## src/hw/rtl/cwcrc_pkg.sv

```systemverilog
`default_nettype none

package cwcrc_pkg;

    // Configuration register indexes
    localparam logic [1:0] CFG_ENABLE     = 2'd0;
    localparam logic [1:0] CFG_WIDTH_MODE = 2'd1;
    localparam logic [1:0] CFG_POLYNOMIAL = 2'd2;

    // Width mode codes (code 3 behaves as the 8-bit mode)
    localparam logic [1:0] WM_32 = 2'd0;
    localparam logic [1:0] WM_16 = 2'd1;
    localparam logic [1:0] WM_8  = 2'd2;

    // Status codes
    localparam logic STATUS_OK       = 1'b0;
    localparam logic STATUS_DISABLED = 1'b1;

    localparam logic [31:0] POLY_RESET = 32'h04C1_1DB7;

    // Initial remainder at message start
    function automatic logic [31:0] crc_init(input logic [1:0] mode);
        logic [31:0] init;
        unique case (mode)
            WM_32:   init = 32'hFFFF_FFFF;
            WM_16:   init = 32'h0000_FFFF;
            default: init = 32'h0000_0000;
        endcase
        return init;
    endfunction

    // One byte through the CRC, MSB first, eight XOR-shift steps
    function automatic logic [31:0] crc_byte(
        input logic [31:0] rem,
        input logic [7:0]  data,
        input logic [1:0]  mode,
        input logic [31:0] poly
    );
        logic [31:0] mask;
        logic [31:0] top;
        logic [31:0] ins;
        logic [31:0] crc;
        logic [31:0] p;
        unique case (mode)
            WM_32:
            begin
                mask = 32'hFFFF_FFFF;
                top  = 32'h8000_0000;
                ins  = {data, 24'h00_0000};
            end
            WM_16:
            begin
                mask = 32'h0000_FFFF;
                top  = 32'h0000_8000;
                ins  = {16'h0000, data, 8'h00};
            end
            default:
            begin
                mask = 32'h0000_00FF;
                top  = 32'h0000_0080;
                ins  = {24'h00_0000, data};
            end
        endcase
        p   = poly & mask;
        crc = (rem & mask) ^ ins;
        for (int j = 0; j < 8; j++)
        begin
            if ((crc & top) != 32'h0)
            begin
                crc = ((crc << 1) ^ p) & mask;
            end
            else
            begin
                crc = (crc << 1) & mask;
            end
        end
        return crc;
    endfunction

endpackage

`default_nettype wire

```

## src/hw/rtl/configurable_width_crc_engine_core.sv

```systemverilog
`default_nettype none

// Channel   Direction  Handshake                Payload
// in        sink       in_valid / in_stall      data_byte[7:0], last
// out       source     out_valid / out_stall    crc_value[31:0], status
// cfg       sink       cfg_valid / cfg_ready    cfg_index[1:0], cfg_data[31:0]
//
// One item per cycle sustained while in_stall is low. Each item waits in the
// input register, where, if enabled, the byte-parallel CRC updates the
// remainder; a last-marked item's result is then loaded into the output
// register, raising out_valid (while disabled: the last result and DISABLED).
// in_stall rises only when a last-marked item is waiting and the output
// register is full and stalled. cfg_ready is always high. rst_n is asynchronous
// and resets all but the data registers; the polynomial resets to 0x04C11DB7.
module configurable_width_crc_engine_core (
    input  wire logic        clk,
    input  wire logic        rst_n,
    input  wire logic        in_valid,
    output logic             in_stall,
    input  wire logic [7:0]  data_byte,
    input  wire logic        last,
    output logic             out_valid,
    input  wire logic        out_stall,
    output logic [31:0]      crc_value,
    output logic             status,
    input  wire logic        cfg_valid,
    output logic             cfg_ready,
    input  wire logic [1:0]  cfg_index,
    input  wire logic [31:0] cfg_data
);

    // Configuration registers
    logic        enable_reg;
    logic [1:0]  width_mode_reg;
    logic [31:0] polynomial_reg;

    // Input register
    logic        s1_valid_reg;
    logic [7:0]  s1_byte_reg;
    logic        s1_last_reg;

    // CRC state
    logic [31:0] remainder_reg;
    logic [31:0] remainder_next;
    logic        mid_message_reg;
    logic        mid_message_next;
    logic [31:0] last_result_reg;
    logic [31:0] last_result_next;

    // Output register
    logic        out_valid_reg;
    logic        out_valid_next;
    logic [31:0] crc_value_reg;
    logic [31:0] crc_value_next;
    logic        status_reg;
    logic        status_next;

    logic        out_free;
    logic        s1_fire;
    logic        in_take;
    logic [31:0] start_rem;
    logic [31:0] crc_new;

    assign cfg_ready = 1'b1;

    // Configuration writes
    always_ff @(posedge clk or negedge rst_n)
    begin
        if (!rst_n)
        begin
            enable_reg     <= 1'b0;
            width_mode_reg <= cwcrc_pkg::WM_32;
            polynomial_reg <= cwcrc_pkg::POLY_RESET;
        end
        else if (cfg_valid && cfg_ready)
        begin
            unique case (cfg_index)
                cwcrc_pkg::CFG_ENABLE:     enable_reg     <= cfg_data[0];
                cwcrc_pkg::CFG_WIDTH_MODE: width_mode_reg <= cfg_data[1:0];
                cwcrc_pkg::CFG_POLYNOMIAL: polynomial_reg <= cfg_data;
                default:                   ;
            endcase
        end
    end

    // Flow control: only a last-marked item needs the output register
    assign out_free = !out_valid_reg || !out_stall;
    assign s1_fire  = s1_valid_reg && (!s1_last_reg || out_free);
    assign in_stall = s1_valid_reg && !s1_fire;
    assign in_take  = in_valid && !in_stall;

    // Input register
    always_ff @(posedge clk or negedge rst_n)
    begin
        if (!rst_n)
        begin
            s1_valid_reg <= 1'b0;
        end
        else if (!in_stall)
        begin
            s1_valid_reg <= in_valid;
        end
    end

    always_ff @(posedge clk)
    begin
        if (in_take)
        begin
            s1_byte_reg <= data_byte;
            s1_last_reg <= last;
        end
    end

    // Byte-parallel CRC update
    assign start_rem = mid_message_reg ? remainder_reg
                                       : cwcrc_pkg::crc_init(width_mode_reg);
    assign crc_new   = cwcrc_pkg::crc_byte(start_rem, s1_byte_reg, width_mode_reg,
                                           polynomial_reg);

    always_comb
    begin
        remainder_next   = remainder_reg;
        mid_message_next = mid_message_reg;
        last_result_next = last_result_reg;
        out_valid_next   = out_valid_reg && out_stall;
        crc_value_next   = crc_value_reg;
        status_next      = status_reg;
        if (s1_fire)
        begin
            if (!enable_reg)
            begin
                mid_message_next = 1'b0;
                if (s1_last_reg)
                begin
                    out_valid_next = 1'b1;
                    crc_value_next = last_result_reg;
                    status_next    = cwcrc_pkg::STATUS_DISABLED;
                end
            end
            else
            begin
                remainder_next = crc_new;
                if (s1_last_reg)
                begin
                    mid_message_next = 1'b0;
                    last_result_next = crc_new;
                    out_valid_next   = 1'b1;
                    crc_value_next   = crc_new;
                    status_next      = cwcrc_pkg::STATUS_OK;
                end
                else
                begin
                    mid_message_next = 1'b1;
                end
            end
        end
    end

    // State and output registers
    always_ff @(posedge clk or negedge rst_n)
    begin
        if (!rst_n)
        begin
            remainder_reg   <= 32'hFFFF_FFFF;
            mid_message_reg <= 1'b0;
            last_result_reg <= 32'h0;
            out_valid_reg   <= 1'b0;
        end
        else
        begin
            remainder_reg   <= remainder_next;
            mid_message_reg <= mid_message_next;
            last_result_reg <= last_result_next;
            out_valid_reg   <= out_valid_next;
        end
    end

    always_ff @(posedge clk)
    begin
        crc_value_reg <= crc_value_next;
        status_reg    <= status_next;
    end

    assign out_valid = out_valid_reg;
    assign crc_value = crc_value_reg;
    assign status    = status_reg;

endmodule

`default_nettype wire
```

## config.mk

```make
export PLATFORM = sky130hd
export DESIGN_NAME = configurable_width_crc_engine_core
export DESIGN_NICKNAME = d
export VERILOG_FILES = /design/src/hw/rtl/cwcrc_pkg.sv /design/src/hw/rtl/configurable_width_crc_engine_core.sv
export SDC_FILE = /design/constraint.sdc
export NUM_CORES = 1
export LEC_CHECK = 0
export BUFFER_PORTS_ARGS = -buffer_cell sky130_fd_sc_hd__buf_4
export CORE_MARGIN = 2
export CORE_UTILIZATION = 30
export DETAILED_ROUTE_END_ITERATION = 8
export MAX_ROUTING_LAYER = met4
export SLEW_MARGIN = 10
export SYNTH_ARGS = -nofsm -noshare
export SYNTH_HDL_FRONTEND = slang
export SYNTH_SLANG_ARGS = --single-unit
```

## constraint.sdc

```tcl
create_clock -name clk -period 6 [get_ports clk]
set_input_delay 0.3 -clock clk [delete_from_list [all_inputs] [get_ports clk]]
set_output_delay 0.3 -clock clk [all_outputs]
set_load 0.05 [all_outputs]
```

=== Yosys cells after proc, flatten, opt, wreduce, memory -nomap -nowiden ===
Cells that the tools add are included.

* Bitwise logic cells: 35
* Mux-type cells: 23
* Eq/ne operators: 3
* Reductions and logical operators: 27

{| class="wikitable"
|+ Operator list
! operator !! count
|-
| $and 32x32->32 || 26
|-
| $mux 32 || 12
|-
| $xor 32x32->32 || 9
|-
| $pmux 32 s2 || 4
|-
| $reduce_bool 32->1 || 8
|-
| $reduce_and 2->1 || 5
|-
| $mux 1 || 7
|-
| $logic_not 1->1 || 5
|-
| $eq 2x1->1 const B || 2
|-
| $logic_and 1x1->1 || 4
|-
| $logic_not 2->1 || 2
|-
| $reduce_and 3->1 || 1
|-
| $eq 2x2->1 const B || 1
|-
| $logic_or 1x1->1 || 2
|}

* Register bits after elaboration: 144
* Output and inout port bits: 36
* Word-level logic and storage cells: 100

=== Depth between registers and ports, before layout ===
Gate-level depths: netlist of run 1.

* Word-level depth: 31
* Depth in mapped cells: 25
* Mapped depth without buffers: 19

=== Worst setup path before layout of run 1 ===
OpenSTA, ideal clock, no wires.

* Kind: reg2reg
* Start: register width_mode_reg[0]
* End: register crc_value_reg[25] (netlist: crc_value[25]), data pin
* Slack: 117 ps
* Stages on the path, launching flop included: 22
* Setup time: 257 ps
* Arrival: 5626 ps
* Required time: 5743 ps
* Period minus slack after synthesis: 5883 ps
* Cell sequence: dfrtp_1 > mux2i_4 > mux2i_2 > nand4_1 > o221a_1 > a21o_1 > a211o_1 > buf_4 > o2111ai_2 > o21ai_2 > o311a_1 > nor3_4 > mux2_1 > or2_1 > buf_2 > a221oi_2 > xnor2_2 > xnor2_1 > o21ba_2 > buf_6 > or3_4 > a32o_1

* Word-level cells in the longest chain between the ends: 31

{| class="wikitable"
|+ RTL lines
! what !! RTL line !! RTL
|-
| start, declared || configurable_width_crc_engine_core.sv:34 || <nowiki>logic [1:0] width_mode_reg;</nowiki>
|-
| start signal, assigned || configurable_width_crc_engine_core.sv:72 || <nowiki>width_mode_reg <= cwcrc_pkg::WM_32;</nowiki>
|-
| start signal, assigned || configurable_width_crc_engine_core.sv:79 || <nowiki>cwcrc_pkg::CFG_WIDTH_MODE: width_mode_reg <= cfg_data[1:0];</nowiki>
|-
| $eq 2x1->1 / $logic_not 2->1 (equally long branches) || cwcrc_pkg.sv:24, cwcrc_pkg.sv:44 ||
|-
| $pmux 32 s2 || cwcrc_pkg.sv:24 || <nowiki>unique case (mode)</nowiki>
|-
| $mux 32 || configurable_width_crc_engine_core.sv:115 || <nowiki>assign start_rem = mid_message_reg ? remainder_reg</nowiki>
|-
| $and 32x32->32 || cwcrc_pkg.sv:65 || <nowiki>crc = (rem & mask) ^ ins;</nowiki>
|-
| $xor 32x32->32 || cwcrc_pkg.sv:65 ||
|-
| $and 32x32->32 / $xor 32x32->32 (equally long branches) || cwcrc_pkg.sv:68, cwcrc_pkg.sv:70 ||
|-
| $reduce_bool 32->1 / $and 32x32->32 (equally long branches) || cwcrc_pkg.sv:68, cwcrc_pkg.sv:70 ||
|-
| $mux 32 || cwcrc_pkg.sv:68 || <nowiki>if ((crc & top) != 32'h0)</nowiki>
|-
| [15 not listed] || -- ||
|-
| $and 32x32->32 / $xor 32x32->32 (equally long branches) || cwcrc_pkg.sv:68, cwcrc_pkg.sv:70 ||
|-
| $reduce_bool 32->1 / $and 32x32->32 (equally long branches) || cwcrc_pkg.sv:68, cwcrc_pkg.sv:70 ||
|-
| $mux 32 || cwcrc_pkg.sv:68 ||
|-
| $and 32x32->32 / $xor 32x32->32 (equally long branches) || cwcrc_pkg.sv:68, cwcrc_pkg.sv:70 ||
|-
| $reduce_bool 32->1 / $and 32x32->32 (equally long branches) || cwcrc_pkg.sv:68, cwcrc_pkg.sv:70 ||
|-
| $mux 32 (*) || cwcrc_pkg.sv:68 ||
|-
| $mux 32 (*) || configurable_width_crc_engine_core.sv:143 || <nowiki>if (s1_last_reg)</nowiki>
|-
| $mux 32 (*) || configurable_width_crc_engine_core.sv:130 || <nowiki>if (!enable_reg)</nowiki>
|-
| end signal, assigned || configurable_width_crc_engine_core.sv:180 || <nowiki>crc_value_reg <= crc_value_next;</nowiki>
|-
| end, declared || configurable_width_crc_engine_core.sv:53 || <nowiki>logic [31:0] crc_value_reg;</nowiki>
|}

Every way passes the cells marked *; elsewhere a longest branch is shown, timed or not. The select of a mux whose other input is x is not followed.
A chain may end at the register's enable or synchronous reset.

=== Worst setup path in the final report of run 1 ===
* Start: register width_mode_reg[1]
* End: register crc_value_reg[23] (netlist: crc_value[23]), data pin

The elaborated chain is that of the path after synthesis.

==> flow_summary.ini, run 1 <==
[synth]
synth_top_cells_by_count = 255 x nand2_1, 190 x xnor2_1, 87 x clkbuf_1
synth_seq_cells = 144
synth_largest_area_cell = xnor2_1
syn_inst = 1371
yosys-top-cells-area = xnor2_1 14%, dfrtp_1 12%, edfxtp_1 11%, dfstp_2 10%, nand2_1 8.3%
syn-num-nets = 1419
yosysWarnings = 0
synth_area_um2 = 11500
synth.most_common_cell = nand2_1
ys_types = 97
synth_edf_count = 42
synth-seq-area-share_pct = 33.6
ys.flop_type = dfrtp_1
synth.avg_cell_area_um2 = 8.41
synthArstFlopShare_pct = 70.8
synth_top_area_share_pct = 14.4

[timing]
relSlewSlack_pct = 34.3
min_period_over_period_pct = 97.3
report.final.slew_viol_count = 0
worst_slack_ns = 0.160
hold_violations = 0
fin_crit_ns = 5.84
final-setup-viol-count = 0
skew_ns = 0.0154
rsz0062_at_grt = yes
fmax_mhz = 171
tns_ns = 0
tightest_slew_ns = 0.982

[clock_network]
numCtsBuffers = 17
cts.clk_slew.worst_paths_ns = 0.08
clk_path_buf_depth = 2
cts_tree = built
cts_root_buf = clkbuf_16
cts.sinks = 144
clk_latency_ns = 0.45
htreeDepth = 4

[layout]
diodes = 0
fillers = 3793
fin_area_um2 = 14900
drive_above_1_share_pct = 30.1
syn_to_final_growth_pct = 28.8
nNetsFinal = 1612

[critical_path]
worstPathArrival_ns = 6.09
rrSetupSlack_ns = 0.16
crit_required_ns = 6.25
reg2regPathDepth = 23
r2r-end = crc_value[23]
r2r_start = width_mode_reg[1]
cp-end-kind = flop
critPathKind = flop to flop
path_max_fanout = 33
cp-start-kind = flop

[global_routing]
grt_pass1_vias = 10700
grt.total_usage_pct = 22.9
antenna_found_initial = 0
grt_pass1_wl_um = 66600
grt_max_degree = 55
grt_remaining_overflow = 0

[detailed_routing]
drt_pre_antenna_iters = 5
routed_via_density = 5.39
routed_wl_um = 44200
vias = 11200
drc = 0
detail-route-antenna-nets = 0
dr.first_iter.drc_count = 1199
routedWlPerCell_um = 21.2

[worst_hold_path]
hp-start = data_byte[3]
hold_end = s1_byte_reg[3]
hold_class = input port to flop
min_path_cells = 1

[die]
start_util_pct = 30.6
core_um2 = 37800
die_w_um = 200
row_count = 71
die_area_um2 = 40000
die_h_um = 200
io_pins = 84

[placement]
placed_cell_area_um2 = 13800
io_buffers = 82
place.gp.congestion = 1.03
dp_hpwl_um = 32100
place_ws_ns = -0.0384

[job]
drv_cap = 0

[status]
status = completed
## repair_timing
| action | CTS | global route |
|---|---|---|
| endpoints found under the hold margin | 27 | 0 |
| endpoints found under the setup margin | 12 | 96 |
| hold buffers | 1 | 0 |
| cloned | 0 | 3 |
| resized for setup | 5 | 60 |
| buffers inserted | 0 | 16 |
| pin swaps | 1 | 21 |
## critical path, cell delays in order (launching register included)
cell and delay (ns):
dfrtp_1 0.45, buf_12 0.20, a21bo_2 0.21, a31oi_2 0.29, buf_4 0.18, nand2_1 0.05, o221a_1 0.23, a21o_1 0.20
a211o_4 0.31, buf_4 0.18, o21ai_4 0.17, xor2_4 0.20, xnor2_1 0.13, a22o_2 0.33, or2_0 0.30, a22o_1 0.31
xnor2_2 0.26, o22ai_2 0.17, or2_4 0.29, buf_4 0.18, a211oi_2 0.28, o211ai_1 0.23, and3_4 0.26, o32ai_2 0.24
## logic make-up (layout without fill, tap and decap cells)
family,Yosys count,count (layout),synth area share (%)
compound gates,277,278,17.1
other cells,1,1,0.0325
flops,144,144,33.6
mux,50,50,5.01
buf+inv,149,354,5.17
simple gates,524,524,21.3
xor+xnor,226,226,17.8
## metal layers
metal  wire length [µm]  share of wire, %  GRT usage, %  vias to the layer above
met3               3750               8.5          3.48                       82
met4               1200               2.7          6.50                        0
li1                   -                 -             -                     5164
met1              20300                46          32.7                     5448
met5                  0                 0             -                        -
met2              19000                43          33.5                      552
## cell usage in the layout, fill, tap and decap left out, drive strengths merged, types with 22 or more instances in the layout
cell type and n:
a21oi 29, and3 22, buf 284, dfrtp 56, dfstp 46, edfxtp 42, inv 43, mux2 39
nand2 255, nand2b 22, nand3 37, nand4 25, nor2 81, o21ai 70, o22ai 28, xnor2 192
xor2 31
## worst max-delay path by stage
stage | cells past startpoint | slack, ns | endpoint | start
after global placement | 22 | 0.02 | crc_value[23] | remainder_reg[6]
final | 23 | 0.16 | crc_value[23] | width_mode_reg[1]
after floorplan | 21 | 0.12 | crc_value[25] | width_mode_reg[0]
after CTS | 22 | 0.007 | crc_value[23] | width_mode_reg[0]
after global routing | 26 | -0.1 | crc_value[13] | width_mode_reg[1]
after detailed placement | 21 | -0.04 | crc_value[31] | s1_byte_reg[7]
## area by class of cell
class	instances	area, µm²	area share, %
sequential	144	3870	26.1
tap	511	639	4.30
inverter	36	135	0.910
clock buffer	17	425	2.86
clock inverter	15	165	1.11
timing repair buffer	286	2230	15.0
multi-input combinational	1079	7380	49.7
## per-stage QoR
step                      util (%)  std cells  hold slack, ns
after floorplan                  -       1371         0.00441
after global placement        36.5       2036           0.376
after detailed placement      36.5       2036           0.382
after CTS                     38.1       2069          0.0116
after global routing          39.3       2088         0.00917
final                         39.3       2088          0.0253
Power of run 1 is not shown: default switching activity piles up to over one toggle a cycle in this logic, so the estimate is an artifact.
==> inputs of run 2 (changes only) <==
- ABC_AREA: default -> 1
- SETUP_SLACK_MARGIN: default -> 0.05
==> flow_summary.ini, run 2 <==
[global_routing]
grt_pass1_wl_um = 75100
grt_remaining_overflow = 0
grt.total_usage_pct = 22.3
grt_pass1_vias = 13300
antenna_found_initial = 0
grt_max_degree = 55

[die]
die_w_um = 213
io_pins = 84
core_um2 = 43100
die_h_um = 213
row_count = 76
die_area_um2 = 45400
start_util_pct = 30.4

[clock_network]
numCtsBuffers = 17
cts_tree = built
clk_latency_ns = 0.45
cts.clk_slew.worst_paths_ns = 0.06
cts_root_buf = clkbuf_16
clk_path_buf_depth = 2
cts.sinks = 144
htreeDepth = 4

[timing]
skew_ns = 0.0156
fin_crit_ns = 5.55
relSlewSlack_pct = 19.8
final-setup-viol-count = 0
min_period_over_period_pct = 92.6
report.final.slew_viol_count = 0
tns_ns = 0
fmax_mhz = 180
rsz0062_at_grt = no
hold_violations = 0
tightest_slew_ns = 1.20

[critical_path]
r2r_start = width_mode_reg[1]
rrSetupSlack_ns = 0.45
crit_required_ns = 6.15
crit_family = simple AND/OR/NAND/NOR gates
cp-end-kind = flop
path_max_fanout = 16
cp-start-kind = flop
worstPathArrival_ns = 5.71
cp.depth = 37
r2r-end = crc_value[22]
max_stage_delay_ns = 0.49
critPathKind = flop to flop
slowest_stage = dfrtp_2
critPathBufInv = 8
cp_common_cell = nand2_1
reg2regPathDepth = 37

[layout]
syn_to_final_growth_pct = 18.1
layout_commonest_cell = nand2_1
final_cell_mix = 1023 x nand2_1, 198 x nand3_1, 160 x buf_4
diodes = 0
fillers = 4659
nNetsFinal = 2258
drive_above_1_share_pct = 15.9

[detailed_routing]
detail-route-antenna-nets = 0
drc = 0
routed_wl_um = 49800
dr.first_iter.drc_count = 1049
drt_pre_antenna_iters = 5
m1WireLength_um = 21700
vias = 14200
routed_via_density = 5.05
routedWlPerCell_um = 17.7
routed.top_layer = met4
met2_length_um = 24100
wl_met3_um = 2590

[synth]
ys.flop_type = dfrtp_1
synth_edf_count = 42
synth_top_cells_by_count = 1023 x nand2_1, 200 x nand3_1, 146 x inv_1
synth_top_area_share_pct = 29.3
ys_types = 37
yosysWarnings = 0
synthArstFlopShare_pct = 70.8
synth.most_common_cell = nand2_1
synth_area_um2 = 13100
yosys-top-cells-area = nand2_1 29%, dfrtp_1 11%, edfxtp_1 9.6%, dfstp_2 9.2%, nand3_1 7.6%
synth-seq-area-share_pct = 29.5
synth.avg_cell_area_um2 = 6.23
syn-num-nets = 2155
synth_seq_cells = 144
syn_inst = 2107
synth_largest_area_cell = nand2_1

[placement]
io_buffers = 82
place.gp.congestion = 1.01
dp_hpwl_um = 36600

[worst_hold_path]
hp-start = last
min_path_cells = 1
hold_end = s1_last_reg
hold_class = input port to flop

[job]
drv_cap = 0

[status]
status = completed
-- run 2: cell count changes after synthesis, sizes merged, moves of 25 or more --
cell and change:
buf +30, clkbuf -47, inv +129, nand2 +781, nand3 +194, nand4 +42, o21ai +53, o22ai -27
xnor2 -158, xor2 +25
-- run 2: how the worst max path moves through the flow --
stage / start / end
2_1_floorplan: polynomial_reg[7] / crc_value[12]
3_3_place_gp: mid_message_reg / crc_value[20]
3_5_place_dp: width_mode_reg[0] / crc_value[15]
4_1_cts: width_mode_reg[0] / crc_value[20]
5_1_grt: width_mode_reg[1] / crc_value[22]
6_report: width_mode_reg[1] / crc_value[22]
-- run 2: worst register-to-register path: cells and delay by family (launching register included) --
family	cells	cell delay, ns
simple gates	27	3.25
buf+inv	8	1.37
compound gates	2	0.16
flops	1	0.49
-- run 2: area by class of cell --
class	instances	area (µm²)	area share, %
multi-input cells	1704	8270	53.4
clock inverters	7	71.3	0.461
clock buffers	25	528	3.41
flip-flops and latches	144	3870	25.0
repair buffers	174	1370	8.82
inverters	169	647	4.18
well taps	585	732	4.73
-- run 2: per-layer routing --
layer  vias up  GRT usage [%]
met5         -              -
met4         0           7.02
met3        75           2.65
met2       437           38.5
met1      6721           27.2
li1       6941              -
-- run 2: cell families after synthesis --
logic type	synth area share, %
AND/OR/NAND/NOR	46.9
buffers and inverters	8.49
AO/OA/AOI/OAI	6.11
flip-flops	29.5
XOR/XNOR	7.21
multiplexers	1.72
other	0.0286
-- run 2: metrics by stage --
stage	hold slack, ns	setup WS, ns	std cells	cell area (µm²)	utilization [%]
floorplan	0.00441	1.71	2107	13100	-
global placement	0.425	0.240	2748	14500	33.7
detailed placement	0.438	0.119	2748	14500	33.7
CTS	0.0000977	0.0978	2785	15200	35.2
global route	0.0155	0.0214	2808	15500	35.9
finish	0.0250	0.447	2808	15500	35.9
-- run 2: repair_timing --
| item | in CTS | in global routing |
|---|---|---|
| setup buffers | 0 | 17 |
| gates resized for setup | 0 | 25 |
| hold buffers | 5 | 0 |
| setup endpoints to repair | 0 | 96 |
| endpoints found under the hold margin | 35 | 0 |
Power of run 2 is left out for the same reason.
==> inputs of run 3 (changes only) <==
- CTS_BUF_LIST: default -> sky130_fd_sc_hd__clkbuf_2
- PLACE_DENSITY: default -> 0.47
==> flow_summary.ini, run 3 (synthesized netlist as in run 2, its figures left out) <==
[status]
status = completed

[timing]
fmax_mhz = 180
final-setup-viol-count = 0
skew_ns = 0.0476
report.final.slew_viol_count = 0
tightest_slew_ns = 0.958
relSlewSlack_pct = 35.7
fin_hold_ws_ns = 0.134
fin_crit_ns = 5.55
rsz0062_at_grt = no
min_period_over_period_pct = 92.5
worst_slack_ns = 0.450
hold_violations = 0

[worst_hold_path]
hold_class = input port to asynchronous set/reset pin

[detailed_routing]
drt_pre_antenna_iters = 6
routedWlPerCell_um = 17.9
detail-route-antenna-nets = 0
drc = 0
dr.first_iter.drc_count = 993
routed_via_density = 4.93
routed_wl_um = 51200
vias = 14100

[die]
die_w_um = 213
io_pins = 84
row_count = 76
start_util_pct = 30.4
core_um2 = 43100
die_h_um = 213
die_area_um2 = 45400

[layout]
syn_to_final_growth_pct = 19.2
drive_above_1_share_pct = 16.0
fillers = 4693
final_cell_mix = 1023 x nand2_1, 198 x nand3_1, 162 x buf_4
layout_commonest_cell = nand2_1
diodes = 0
nNetsFinal = 2308

[placement]
io_buffers = 82
place_ws_ns = -0.0941
dp_hpwl_um = 38500
place.gp.congestion = 0.916

[clock_network]
htreeDepth = 4
cts_tree = built
cts.sinks = 144
clk_latency_ns = 0.77
clk_path_buf_depth = 2
cts_root_buf = clkbuf_2
cts.clk_slew.worst_paths_ns = 0.26
numCtsBuffers = 17

[critical_path]
r2r_start = mid_message_reg
critPathKind = flop to flop
cp_common_cell = nand2_1
crit_path_start = mid_message_reg
cp-start-kind = flop
slowest_stage = dfrtp_2
path_max_fanout = 16
cp-end-kind = flop
worstPathArrival_ns = 6.10
max_stage_delay_ns = 0.51
crit_required_ns = 6.55

[job]
drv_cap = 0

[global_routing]
grt_remaining_overflow = 0
grt_pass1_vias = 13400
antenna_found_initial = 0
grt_pass1_wl_um = 78200
grt_max_degree = 66
grt.total_usage_pct = 23.4
## run 3: metal layers
layer  global-route usage (%)  share of wire [%]
met1                     28.2                 43
met2                     40.9                 50
met3                     2.50                3.7
met4                     7.52                3.0
met5                        -                  0
## run 3: cell type report
class                   instances  area, µm²  area share (%)
flip-flops and latches        144       3870            24.8
inverters                     169        644            4.12
repair buffers                227       1920            12.3
clock buffers                  17       85.1           0.544
well taps                     585        732            4.68
multi-input cells            1701       8240            52.7
clock inverters                15        151           0.968
## run 3: through the flow
step	cells	cell area [µm²]	util [%]	setup TNS (ns)
global route	2858	15600	36.3	0
detailed placement	2751	14600	33.8	-1.58
CTS	2837	15300	35.6	0
finish	2858	15600	36.3	0
global placement	2751	14600	33.8	-0.0327
floorplan	2107	13100	-	0
## run 3: worst paths after layout
check / endpoint / slack (ns) / cells after the start
hold reg to reg: remainder_reg[17] / 0.49 / 2
min in group clk: polynomial_reg[0] / 0.15 / 5
setup / recovery: crc_value[24] / 0.45 / 34
hold / removal: polynomial_reg[20] / 0.13 / 2
max in group asynchronous: remainder_reg[0] / 4.70 / 3
setup reg to reg: crc_value[24] / 0.45 / 34
## run 3: worst max-delay path, delay by kind of cell (launching register included)
| family | cells | cell delay, ns |
|---|---|---|
| AOI/OAI and AO/OA | 1 | 0.25 |
| buffers and inverters | 7 | 1.24 |
| DFF | 1 | 0.51 |
| and+or+nand+nor | 26 | 3.28 |
## run 3: timing repair
action	in CTS	in global routing
setup buffers	3	19
endpoints found under the setup margin	80	96
pin swaps	3	8
hold buffers	50	0
resized for setup	2	28
cloned	1	2
hold endpoints to repair	90	0
Power of run 3 is left out for the same reason.
